### src/design/dccser_pkg.sv
package dccser_pkg;

  // Packet store geometry
  localparam int MAX_BYTES   = 6;
  localparam int QUEUE_DEPTH = 8;
  // One slot more than the queue holds: the packet on the line keeps its slot
  localparam int SLOTS       = QUEUE_DEPTH + 1;
  localparam int SLOT_W      = $clog2(SLOTS);
  localparam int CNT_W       = $clog2(QUEUE_DEPTH + 1);
  localparam int FILL_W      = $clog2(MAX_BYTES + 1);
  localparam int BPOS_W      = $clog2(MAX_BYTES);
  localparam int MEM_DEPTH   = SLOTS * MAX_BYTES;
  localparam int MADDR_W     = $clog2(MEM_DEPTH);
  localparam int IDLE_LEN    = 3;

  // Item queue between front and back
  localparam int OPQ_DEPTH = 2;
  localparam int OPQ_PTR_W = 1;
  localparam int OPQ_CNT_W = 2;

  // Configuration port
  localparam int CFG_IDX_W  = 2;
  localparam int CFG_DATA_W = 15;
  localparam logic [CFG_IDX_W-1:0] CFG_PREAMBLE  = 2'd0;
  localparam logic [CFG_IDX_W-1:0] CFG_ONE_HALF  = 2'd1;
  localparam logic [CFG_IDX_W-1:0] CFG_ZERO_HALF = 2'd2;
  localparam logic [CFG_IDX_W-1:0] CFG_HIGH_1ST  = 2'd3;

  // Write status codes
  localparam logic [1:0] ST_OK    = 2'd0;
  localparam logic [1:0] ST_FULL  = 2'd1;
  localparam logic [1:0] ST_UNSUP = 2'd2;
  localparam logic [1:0] ST_LONG  = 2'd3;

  // Serializer phases
  localparam logic [2:0] PH_BETWEEN  = 3'd0;
  localparam logic [2:0] PH_PREAMBLE = 3'd1;
  localparam logic [2:0] PH_START    = 3'd2;
  localparam logic [2:0] PH_DATA     = 3'd3;
  localparam logic [2:0] PH_SEP      = 3'd4;
  localparam logic [2:0] PH_EXTRA    = 3'd5;
  localparam logic [2:0] PH_END      = 3'd6;

  typedef struct packed {
    logic       mode;
    logic [7:0] data_byte;
    logic       byte_last;
    logic [3:0] repeat_count;
    logic       foreign_proto;
  } in_item_t;

  typedef struct packed {
    logic        result_kind;
    logic [1:0]  write_status;
    logic        first_level;
    logic [14:0] first_ticks;
    logic        second_level;
    logic [14:0] second_ticks;
    logic        end_of_packet;
  } out_item_t;

  // Decoded item handed from front to back
  typedef struct packed {
    logic       is_symbol;
    logic [7:0] data_byte;
    logic       byte_last;
    logic [3:0] repeat_count;
    logic       refused_proto;
  } op_t;

  typedef struct packed {
    logic [5:0]  preamble_bits;
    logic [14:0] one_half_ticks;
    logic [14:0] zero_half_ticks;
    logic        high_first;
  } cfg_t;

  // Bytes of the idle packet FF 00 FF
  function automatic logic [7:0] idle_byte(input logic [BPOS_W-1:0] pos);
    idle_byte = (pos == BPOS_W'(1)) ? 8'h00 : 8'hFF;
  endfunction

endpackage

### src/design/dccser_front.sv
module dccser_front (
  input  logic                clk,
  input  logic                rst_n,
  input  logic                in_valid,
  output logic                in_stall,
  input  dccser_pkg::in_item_t in_data,
  output logic                op_valid,
  output dccser_pkg::op_t     op,
  input  logic                op_take
);
  import dccser_pkg::*;

  op_t                  q_r [OPQ_DEPTH];
  logic [OPQ_PTR_W-1:0] wr_r, rd_r;
  logic [OPQ_CNT_W-1:0] cnt_r;
  logic                 push;
  op_t                  dec;

  assign in_stall = (cnt_r == OPQ_CNT_W'(OPQ_DEPTH));
  assign push     = in_valid && !in_stall;
  assign op_valid = (cnt_r != '0);
  assign op       = q_r[rd_r];

  always_comb begin
    dec.is_symbol     = in_data.mode;
    dec.data_byte     = in_data.data_byte;
    dec.byte_last     = in_data.byte_last;
    dec.repeat_count  = in_data.repeat_count;
    dec.refused_proto = in_data.foreign_proto;
  end

  always_ff @(posedge clk) begin
    if (!rst_n) begin
      wr_r  <= '0;
      rd_r  <= '0;
      cnt_r <= '0;
    end else begin
      if (push) begin
        wr_r <= (wr_r == OPQ_PTR_W'(OPQ_DEPTH - 1)) ? '0 : wr_r + 1'b1;
      end
      if (op_take) begin
        rd_r <= (rd_r == OPQ_PTR_W'(OPQ_DEPTH - 1)) ? '0 : rd_r + 1'b1;
      end
      if (push && !op_take) begin
        cnt_r <= cnt_r + 1'b1;
      end else if (!push && op_take) begin
        cnt_r <= cnt_r - 1'b1;
      end
    end
  end

  always_ff @(posedge clk) begin
    if (push) begin
      q_r[wr_r] <= dec;
    end
  end

endmodule

### src/design/dccser_back.sv
module dccser_back (
  input  logic                 clk,
  input  logic                 rst_n,
  input  dccser_pkg::cfg_t     cfg,
  input  logic                 op_valid,
  input  dccser_pkg::op_t      op,
  output logic                 op_take,
  output logic                 out_valid,
  input  logic                 out_stall,
  output dccser_pkg::out_item_t out_data
);
  import dccser_pkg::*;

  // Packet store
  logic [7:0]        mem [MEM_DEPTH];
  logic [FILL_W-1:0] len_r [SLOTS];
  logic [3:0]        rpt_r [SLOTS];
  logic [7:0]        rdata_r;

  logic [SLOT_W-1:0] head_r, head_nxt, tail_r, tail_nxt;
  logic [CNT_W-1:0]  count_r, count_nxt;
  logic [FILL_W-1:0] fill_r, fill_nxt;

  // Packet on the line
  logic [SLOT_W-1:0] cur_slot_r, cur_slot_nxt;
  logic              cur_idle_r, cur_idle_nxt;
  logic [FILL_W-1:0] cur_len_r, cur_len_nxt;
  logic [3:0]        rep_r, rep_nxt;
  logic [2:0]        phase_r, phase_nxt;
  logic [5:0]        pcnt_r, pcnt_nxt;
  logic [BPOS_W-1:0] bpos_r, bpos_nxt;
  logic [3:0]        bit_r, bit_nxt;

  logic              out_valid_r;
  out_item_t         out_r, res;

  logic              mem_we, len_we;
  logic [MADDR_W-1:0] mem_waddr, mem_raddr;
  logic [2:0]        ph;
  logic [5:0]        pc;
  logic [1:0]        status;
  logic              sym_bit;
  logic [14:0]       ticks;
  logic [7:0]        cur_byte;

  assign op_take   = op_valid && (!out_valid_r || !out_stall);
  assign out_valid = out_valid_r;
  assign out_data  = out_r;

  assign cur_byte  = cur_idle_r ? idle_byte(bpos_r) : rdata_r;
  assign mem_waddr = MADDR_W'(tail_r) * MADDR_W'(MAX_BYTES) + MADDR_W'(fill_r);
  // Keeps rdata_r tracking the byte under the current position
  assign mem_raddr = MADDR_W'(cur_slot_nxt) * MADDR_W'(MAX_BYTES) + MADDR_W'(bpos_nxt);

  always_comb begin
    head_nxt     = head_r;
    tail_nxt     = tail_r;
    count_nxt    = count_r;
    fill_nxt     = fill_r;
    cur_slot_nxt = cur_slot_r;
    cur_idle_nxt = cur_idle_r;
    cur_len_nxt  = cur_len_r;
    rep_nxt      = rep_r;
    phase_nxt    = phase_r;
    pcnt_nxt     = pcnt_r;
    bpos_nxt     = bpos_r;
    bit_nxt      = bit_r;
    mem_we       = 1'b0;
    len_we       = 1'b0;
    status       = ST_OK;
    ph           = phase_r;
    pc           = pcnt_r;
    sym_bit      = 1'b0;
    ticks        = '0;
    res          = '0;

    if (op_take && !op.is_symbol) begin
      if (op.refused_proto) begin
        status = ST_UNSUP;
      end else if (count_r == CNT_W'(QUEUE_DEPTH)) begin
        status = ST_FULL;
      end else if (fill_r >= FILL_W'(MAX_BYTES)) begin
        status = ST_LONG;
      end
      if (status != ST_OK) begin
        fill_nxt = '0;
      end else begin
        mem_we   = 1'b1;
        fill_nxt = fill_r + 1'b1;
        if (op.byte_last) begin
          len_we    = 1'b1;
          tail_nxt  = (tail_r == SLOT_W'(SLOTS - 1)) ? '0 : tail_r + 1'b1;
          count_nxt = count_r + 1'b1;
          fill_nxt  = '0;
        end
      end
      res.write_status = status;
    end else if (op_take) begin
      res.result_kind = 1'b1;
      if (phase_r == PH_BETWEEN) begin
        if (rep_r != '0) begin
          rep_nxt = rep_r - 1'b1;
        end else if (count_r != '0) begin
          cur_slot_nxt = head_r;
          cur_idle_nxt = 1'b0;
          cur_len_nxt  = len_r[head_r];
          rep_nxt      = rpt_r[head_r];
          head_nxt     = (head_r == SLOT_W'(SLOTS - 1)) ? '0 : head_r + 1'b1;
          count_nxt    = count_r - 1'b1;
        end else begin
          cur_idle_nxt = 1'b1;
          cur_len_nxt  = FILL_W'(IDLE_LEN);
          rep_nxt      = '0;
        end
        ph = PH_PREAMBLE;
        pc = '0;
      end
      if (ph == PH_PREAMBLE && pc >= cfg.preamble_bits) begin
        ph = PH_START;
      end
      phase_nxt = ph;
      pcnt_nxt  = pc;
      case (ph)
        PH_PREAMBLE: begin
          sym_bit  = 1'b1;
          pcnt_nxt = pc + 1'b1;
        end
        PH_START: begin
          sym_bit   = 1'b0;
          phase_nxt = PH_DATA;
          bpos_nxt  = '0;
          bit_nxt   = '0;
        end
        PH_DATA: begin
          sym_bit = cur_byte[3'd7 - bit_r[2:0]];
          bit_nxt = bit_r + 1'b1;
          if (bit_r == 4'd7) begin
            phase_nxt = PH_SEP;
          end
        end
        PH_SEP: begin
          sym_bit = (FILL_W'(bpos_r) + 1'b1 >= cur_len_r);
          if (sym_bit) begin
            phase_nxt = PH_EXTRA;
          end else begin
            bpos_nxt  = bpos_r + 1'b1;
            bit_nxt   = '0;
            phase_nxt = PH_DATA;
          end
        end
        PH_EXTRA: begin
          sym_bit   = 1'b1;
          phase_nxt = PH_END;
        end
        default: begin
          phase_nxt = PH_BETWEEN;
        end
      endcase
      ticks = sym_bit ? cfg.one_half_ticks : cfg.zero_half_ticks;
      if (ph == PH_END || ph == PH_BETWEEN) begin
        res.end_of_packet = 1'b1;
      end else begin
        res.first_level  = cfg.high_first;
        res.first_ticks  = ticks;
        res.second_level = !cfg.high_first;
        res.second_ticks = ticks;
      end
    end
  end

  always_ff @(posedge clk) begin
    if (!rst_n) begin
      head_r      <= '0;
      tail_r      <= '0;
      count_r     <= '0;
      fill_r      <= '0;
      cur_idle_r  <= 1'b0;
      cur_len_r   <= '0;
      rep_r       <= '0;
      phase_r     <= PH_BETWEEN;
      pcnt_r      <= '0;
      bpos_r      <= '0;
      bit_r       <= '0;
      out_valid_r <= 1'b0;
    end else begin
      head_r     <= head_nxt;
      tail_r     <= tail_nxt;
      count_r    <= count_nxt;
      fill_r     <= fill_nxt;
      cur_idle_r <= cur_idle_nxt;
      cur_len_r  <= cur_len_nxt;
      rep_r      <= rep_nxt;
      phase_r    <= phase_nxt;
      pcnt_r     <= pcnt_nxt;
      bpos_r     <= bpos_nxt;
      bit_r      <= bit_nxt;
      if (op_take) begin
        out_valid_r <= 1'b1;
      end else if (!out_stall) begin
        out_valid_r <= 1'b0;
      end
    end
  end

  always_ff @(posedge clk) begin
    cur_slot_r <= cur_slot_nxt;
    if (op_take) begin
      out_r <= res;
    end
    if (len_we) begin
      len_r[tail_r] <= fill_r + 1'b1;
      rpt_r[tail_r] <= op.repeat_count;
    end
  end

  always_ff @(posedge clk) begin
    if (mem_we) begin
      mem[mem_waddr] <= op.data_byte;
    end
    rdata_r <= mem[mem_raddr];
  end

endmodule

### src/design/dcc_track_packet_serializer_top.sv
// Channel   Direction  Handshake            Payload
// in_       input      in_valid / in_stall  in_item_t (write byte or symbol request)
// out_      output     out_valid/out_stall  out_item_t (write status or symbol)
// cfg_      input      cfg_we               cfg_index, cfg_wdata
//
// One item per cycle sustained while out_stall stays low; with nothing waiting
// ahead of it, an accepted item goes through the item queue, then the execute
// stage, into the output register.
// The packet store is one write / one read port memory; the byte under the
// current position is read ahead, so data symbols never wait for it.
// rst_n is synchronous; the packet store itself is not cleared.
// in_stall rises only when the two-entry item queue is full.
module dcc_track_packet_serializer_top (
  input  logic                                 clk,
  input  logic                                 rst_n,
  input  logic                                 in_valid,
  output logic                                 in_stall,
  input  dccser_pkg::in_item_t                 in_data,
  output logic                                 out_valid,
  input  logic                                 out_stall,
  output dccser_pkg::out_item_t                out_data,
  input  logic                                 cfg_we,
  input  logic [dccser_pkg::CFG_IDX_W-1:0]     cfg_index,
  input  logic [dccser_pkg::CFG_DATA_W-1:0]    cfg_wdata
);
  import dccser_pkg::*;

  cfg_t cfg_r;
  logic op_valid, op_take;
  op_t  op;

  always_ff @(posedge clk) begin
    if (!rst_n) begin
      cfg_r.preamble_bits   <= 6'd16;
      cfg_r.one_half_ticks  <= 15'd58;
      cfg_r.zero_half_ticks <= 15'd100;
      cfg_r.high_first      <= 1'b1;
    end else if (cfg_we) begin
      case (cfg_index)
        CFG_PREAMBLE:  cfg_r.preamble_bits   <= cfg_wdata[5:0];
        CFG_ONE_HALF:  cfg_r.one_half_ticks  <= cfg_wdata[14:0];
        CFG_ZERO_HALF: cfg_r.zero_half_ticks <= cfg_wdata[14:0];
        CFG_HIGH_1ST:  cfg_r.high_first      <= cfg_wdata[0];
        default: ;
      endcase
    end
  end

  dccser_front u_front (
    .clk      (clk),
    .rst_n    (rst_n),
    .in_valid (in_valid),
    .in_stall (in_stall),
    .in_data  (in_data),
    .op_valid (op_valid),
    .op       (op),
    .op_take  (op_take)
  );

  dccser_back u_back (
    .clk       (clk),
    .rst_n     (rst_n),
    .cfg       (cfg_r),
    .op_valid  (op_valid),
    .op        (op),
    .op_take   (op_take),
    .out_valid (out_valid),
    .out_stall (out_stall),
    .out_data  (out_data)
  );

endmodule

### config.mk
export PLATFORM = sky130hd
export DESIGN_NAME = dcc_track_packet_serializer_top
export DESIGN_NICKNAME = d
export VERILOG_FILES = /design/src/design/dccser_pkg.sv /design/src/design/dccser_front.sv /design/src/design/dccser_back.sv /design/src/design/dcc_track_packet_serializer_top.sv
export SDC_FILE = /design/constraint.sdc
export NUM_CORES = 1
export LEC_CHECK = 0
export BUFFER_PORTS_ARGS = -buffer_cell sky130_fd_sc_hd__buf_4
export CORE_MARGIN = 1
export CORE_UTILIZATION = 60
export DETAILED_ROUTE_END_ITERATION = 12
export PLACE_DENSITY = 0.8
export REMOVE_ABC_BUFFERS = 1
export SYNTH_ARGS = -nofsm -noshare
export SYNTH_HDL_FRONTEND = slang
export SYNTH_SLANG_ARGS = --single-unit
### constraint.sdc
create_clock -name clk -period 13.2 [get_ports clk]
set_clock_uncertainty 0.2 [all_clocks]
set_input_delay 2.64 -clock clk [delete_from_list [all_inputs] [get_ports clk]]
set_output_delay 2.64 -clock clk [all_outputs]
set_load 0.01 [all_outputs]
==> flow_summary.toml <==
[layout]
fin_nets = 2038
drive_gt1_frac = 0.141
fillers = 2903
insertedDiodeCount = 0
multi_input_area_mm2 = 0.00770
layout_commonest_cell = "edfxtp_1"
syn_to_final_growth_pct = 11.2
regArea_mm2 = 0.0184
most-common-layout-cells = "546 x edfxtp_1, 226 x nand2_1, 143 x nor2_1"

[floorplanning]
start_util = 0.615
die_width_um = 213
coreArea_mm2 = 0.0435
die-area_mm2 = 0.0454
die_h_um = 213
ios = 75
placementRows = 76

[power_and_ir_drop]
power_density_mw_per_mm2 = 167
p_leak_uw = 0.0103
irDropWorstVdd_v = 0.000112
p_total_uw = 4960

[status]
status = "complete, no violations"

[yosys]
synth_compound_gate_area_share = 0.0742
synth_edf_count = 546
synth_seq_cells = 644
ys_warn_count = 0
synth_area_per_cell_um2 = 14.0
netlist_instances = 1914
yosys.area_share.simple = 0.111
post-synth-top-area-cell = "edfxtp_1"
synth.distinct_cells = 82
ys_seq_area_frac = 0.687
yosys-mux-area-fraction = 0.0728
synthTopCellsByArea = "edfxtp_1 61%, dfxtp_1 7.3%, mux4_2 5.1%"
syn_area_mm2 = 0.0267
synth_top_family_by_area = "simple AND/OR/NAND/NOR gates"
synth_ff_type = "edfxtp_1"
ys_async_sr_fraction = 0
yosys.area_share.adder = 0.0205
synth_top_area_share = 0.614
synth-xor-area-share = 0.00885

[setup_path]
startpoint_type = "input pin"
critical_path_required_ns = 13.48
reg2reg_from = "u_back.phase_r[2]"
cp-endpoint = "u_back.rdata_r[1]"
end_kind = "flip-flop"
rrSetupSlack_ns = 6.14
r2r_cells = 21
crit_start = "out_stall"
crit_fanout = 24
critical_path_class = "input pin to flip-flop"
timing.rr.end = "u_back.rdata_r[1]"
arrival_ns = 7.78

[place]
hpwlAfterDp_um = 38700
io_buffer_count = 74
globalplace.congestion = 0.898

[clock_network]
cts.path.max_buffers = 3
cts_max_level = 3
numCtsBuffers = 66
clock_sinks = 644
clockRootBuffer = "clkbuf_16"
holdBufCountCts = 0
cts_setup_buffers = 0
clk_latency_ns = 0.59
cts_tree = "built"
clk_pin_slew_worst_paths_ns = 0.06
post_cts_resized = 0

[global_routing]
grt_remaining_overflow = 0
grt_use_total = 0.288
grt_pass1_vias = 16200
grt_max_degree = 114
grt_pass1_wl_um = 96000
antenna_found_initial = 0

[sta]
finalSetupViolations = 0
fmax_ghz = 0.133
relSlewSlack = 0.160
period_share = 0.568
fin_crit_ns = 7.50
worstMarginPinSlew_ns = 1.26
maxSlewViolCount = 0
tns_ns = 0
rsz0062_at_grt = "false"
hold_viol = 0

[worst_hold_path]
hold_class = "flip-flop to flip-flop"
hold_path_depth = 2

[drt]
routed_wl_um = 63900
ant_nets = 0
wl_per_cell_um = 24.7
dr_total_vias = 16500
drt-vias-per-instance = 6.38
top_layer = "met4"
firstDrtPassIters = 7
met1_length_um = 25300
wl_met3_um = 4970
drt_iter0_markers = 1912
drc = 0
met2_length_um = 30800

[job]
maxCapViolCount = 0
per-stage QoR:
step                instances  hold WS (ns)  instance area, um2  setup WS, ns   util
floorplan                1800         0.238               26200          4.05      -
global placement         2478         0.251               27600          5.38  0.636
detailed placement       2478         0.256               27600          5.17  0.636
CTS                      2591         0.266               29700          5.78  0.684
global route             2591         0.281               29700          5.40  0.684
finish                   2591         0.264               29700          5.70  0.684
worst max-delay path: stages:
cell and delay (ns):
buf_4 0.13, o2bb2ai_4 0.17, inv_2 0.47, nand2_1 0.45, a21oi_1 0.30, o22ai_1 0.13, ha_2 0.22, fa_1 0.49
nor4bb_1 0.18, a22o_1 0.21, a221oi_1 0.40, a211oi_2 0.14, nor2_1 0.63, o211ai_1 0.17, nor4_1 0.45, o31ai_1 0.19
a311o_1 0.39
how the worst min path moves through the flow:
stage                    from  slack (ns)         to
detailed placement   cfg_r[6]        0.26   cfg_r[6]
global placement    cfg_r[23]        0.25  cfg_r[23]
CTS                 cfg_r[23]        0.27  cfg_r[23]
global route         cfg_r[5]        0.28   cfg_r[5]
finish               cfg_r[5]        0.26   cfg_r[5]
floorplan            cfg_r[3]        0.24   cfg_r[3]
registers in the layout, summed over array words and instances, names as in the netlist, 4 cells and up, named ones only:
| signal | count |
|---|---|
| u_back.pcnt_r | 6 |
| u_back.count_r | 4 |
| u_back.out_data | 21 |
| u_front.q_r | 30 |
| u_back.bit_r | 4 |
| u_back.tail_r | 4 |
| u_back.rep_r | 4 |
| u_back.len_r | 27 |
| u_back.rdata_r | 8 |
| u_back.mem | 432 |
| cfg_r | 37 |
| u_back.head_r | 4 |
| u_back.cur_slot_r | 4 |
| u_back.rpt_r | 36 |
Yosys cell counts, drive strengths merged, types with 35 or more instances:
cell type and count:
nand2 226, nor2 144, a21oi 46, inv 37
clkbuf 70, ha 35, o21ai 87, nand3 102
mux2i 39, mux4 60, and3 48, edfxtp 546
buf 44, dfxtp 98
power breakdown:
group          internal (uW)  switching, uW  leakage, uW  total [uW]
Clock                   1050            758      0.00102        1810
Sequential              2450           48.7      0.00573        2490
Combinational            204            454      0.00353         658
layer usage:
layer / track usage / up-vias
met5: 0 / -
met4: 0.137 / 0
met3: 0.0487 / 174
met2: 0.458 / 861
met1: 0.390 / 8216
li1: - / 7288
cell families (layout without fill, tap and decap cells):
logic type	after synthesis	in the layout
flops	644	644
simple gates	636	636
compound gates	297	297
buf+inv	152	244
mux	117	117
fa+ha+maj	41	41
xor+xnor	27	27
area by class of cell:
cell class	instances	area share
sequential	644	0.618
multi-input combinational	1118	0.259
clock buffer	83	0.0613
tap	585	0.0246
timing repair buffer	93	0.0239
clock inverter	30	0.00867
inverter	38	0.00480
(Power assumes the default switching activity.)
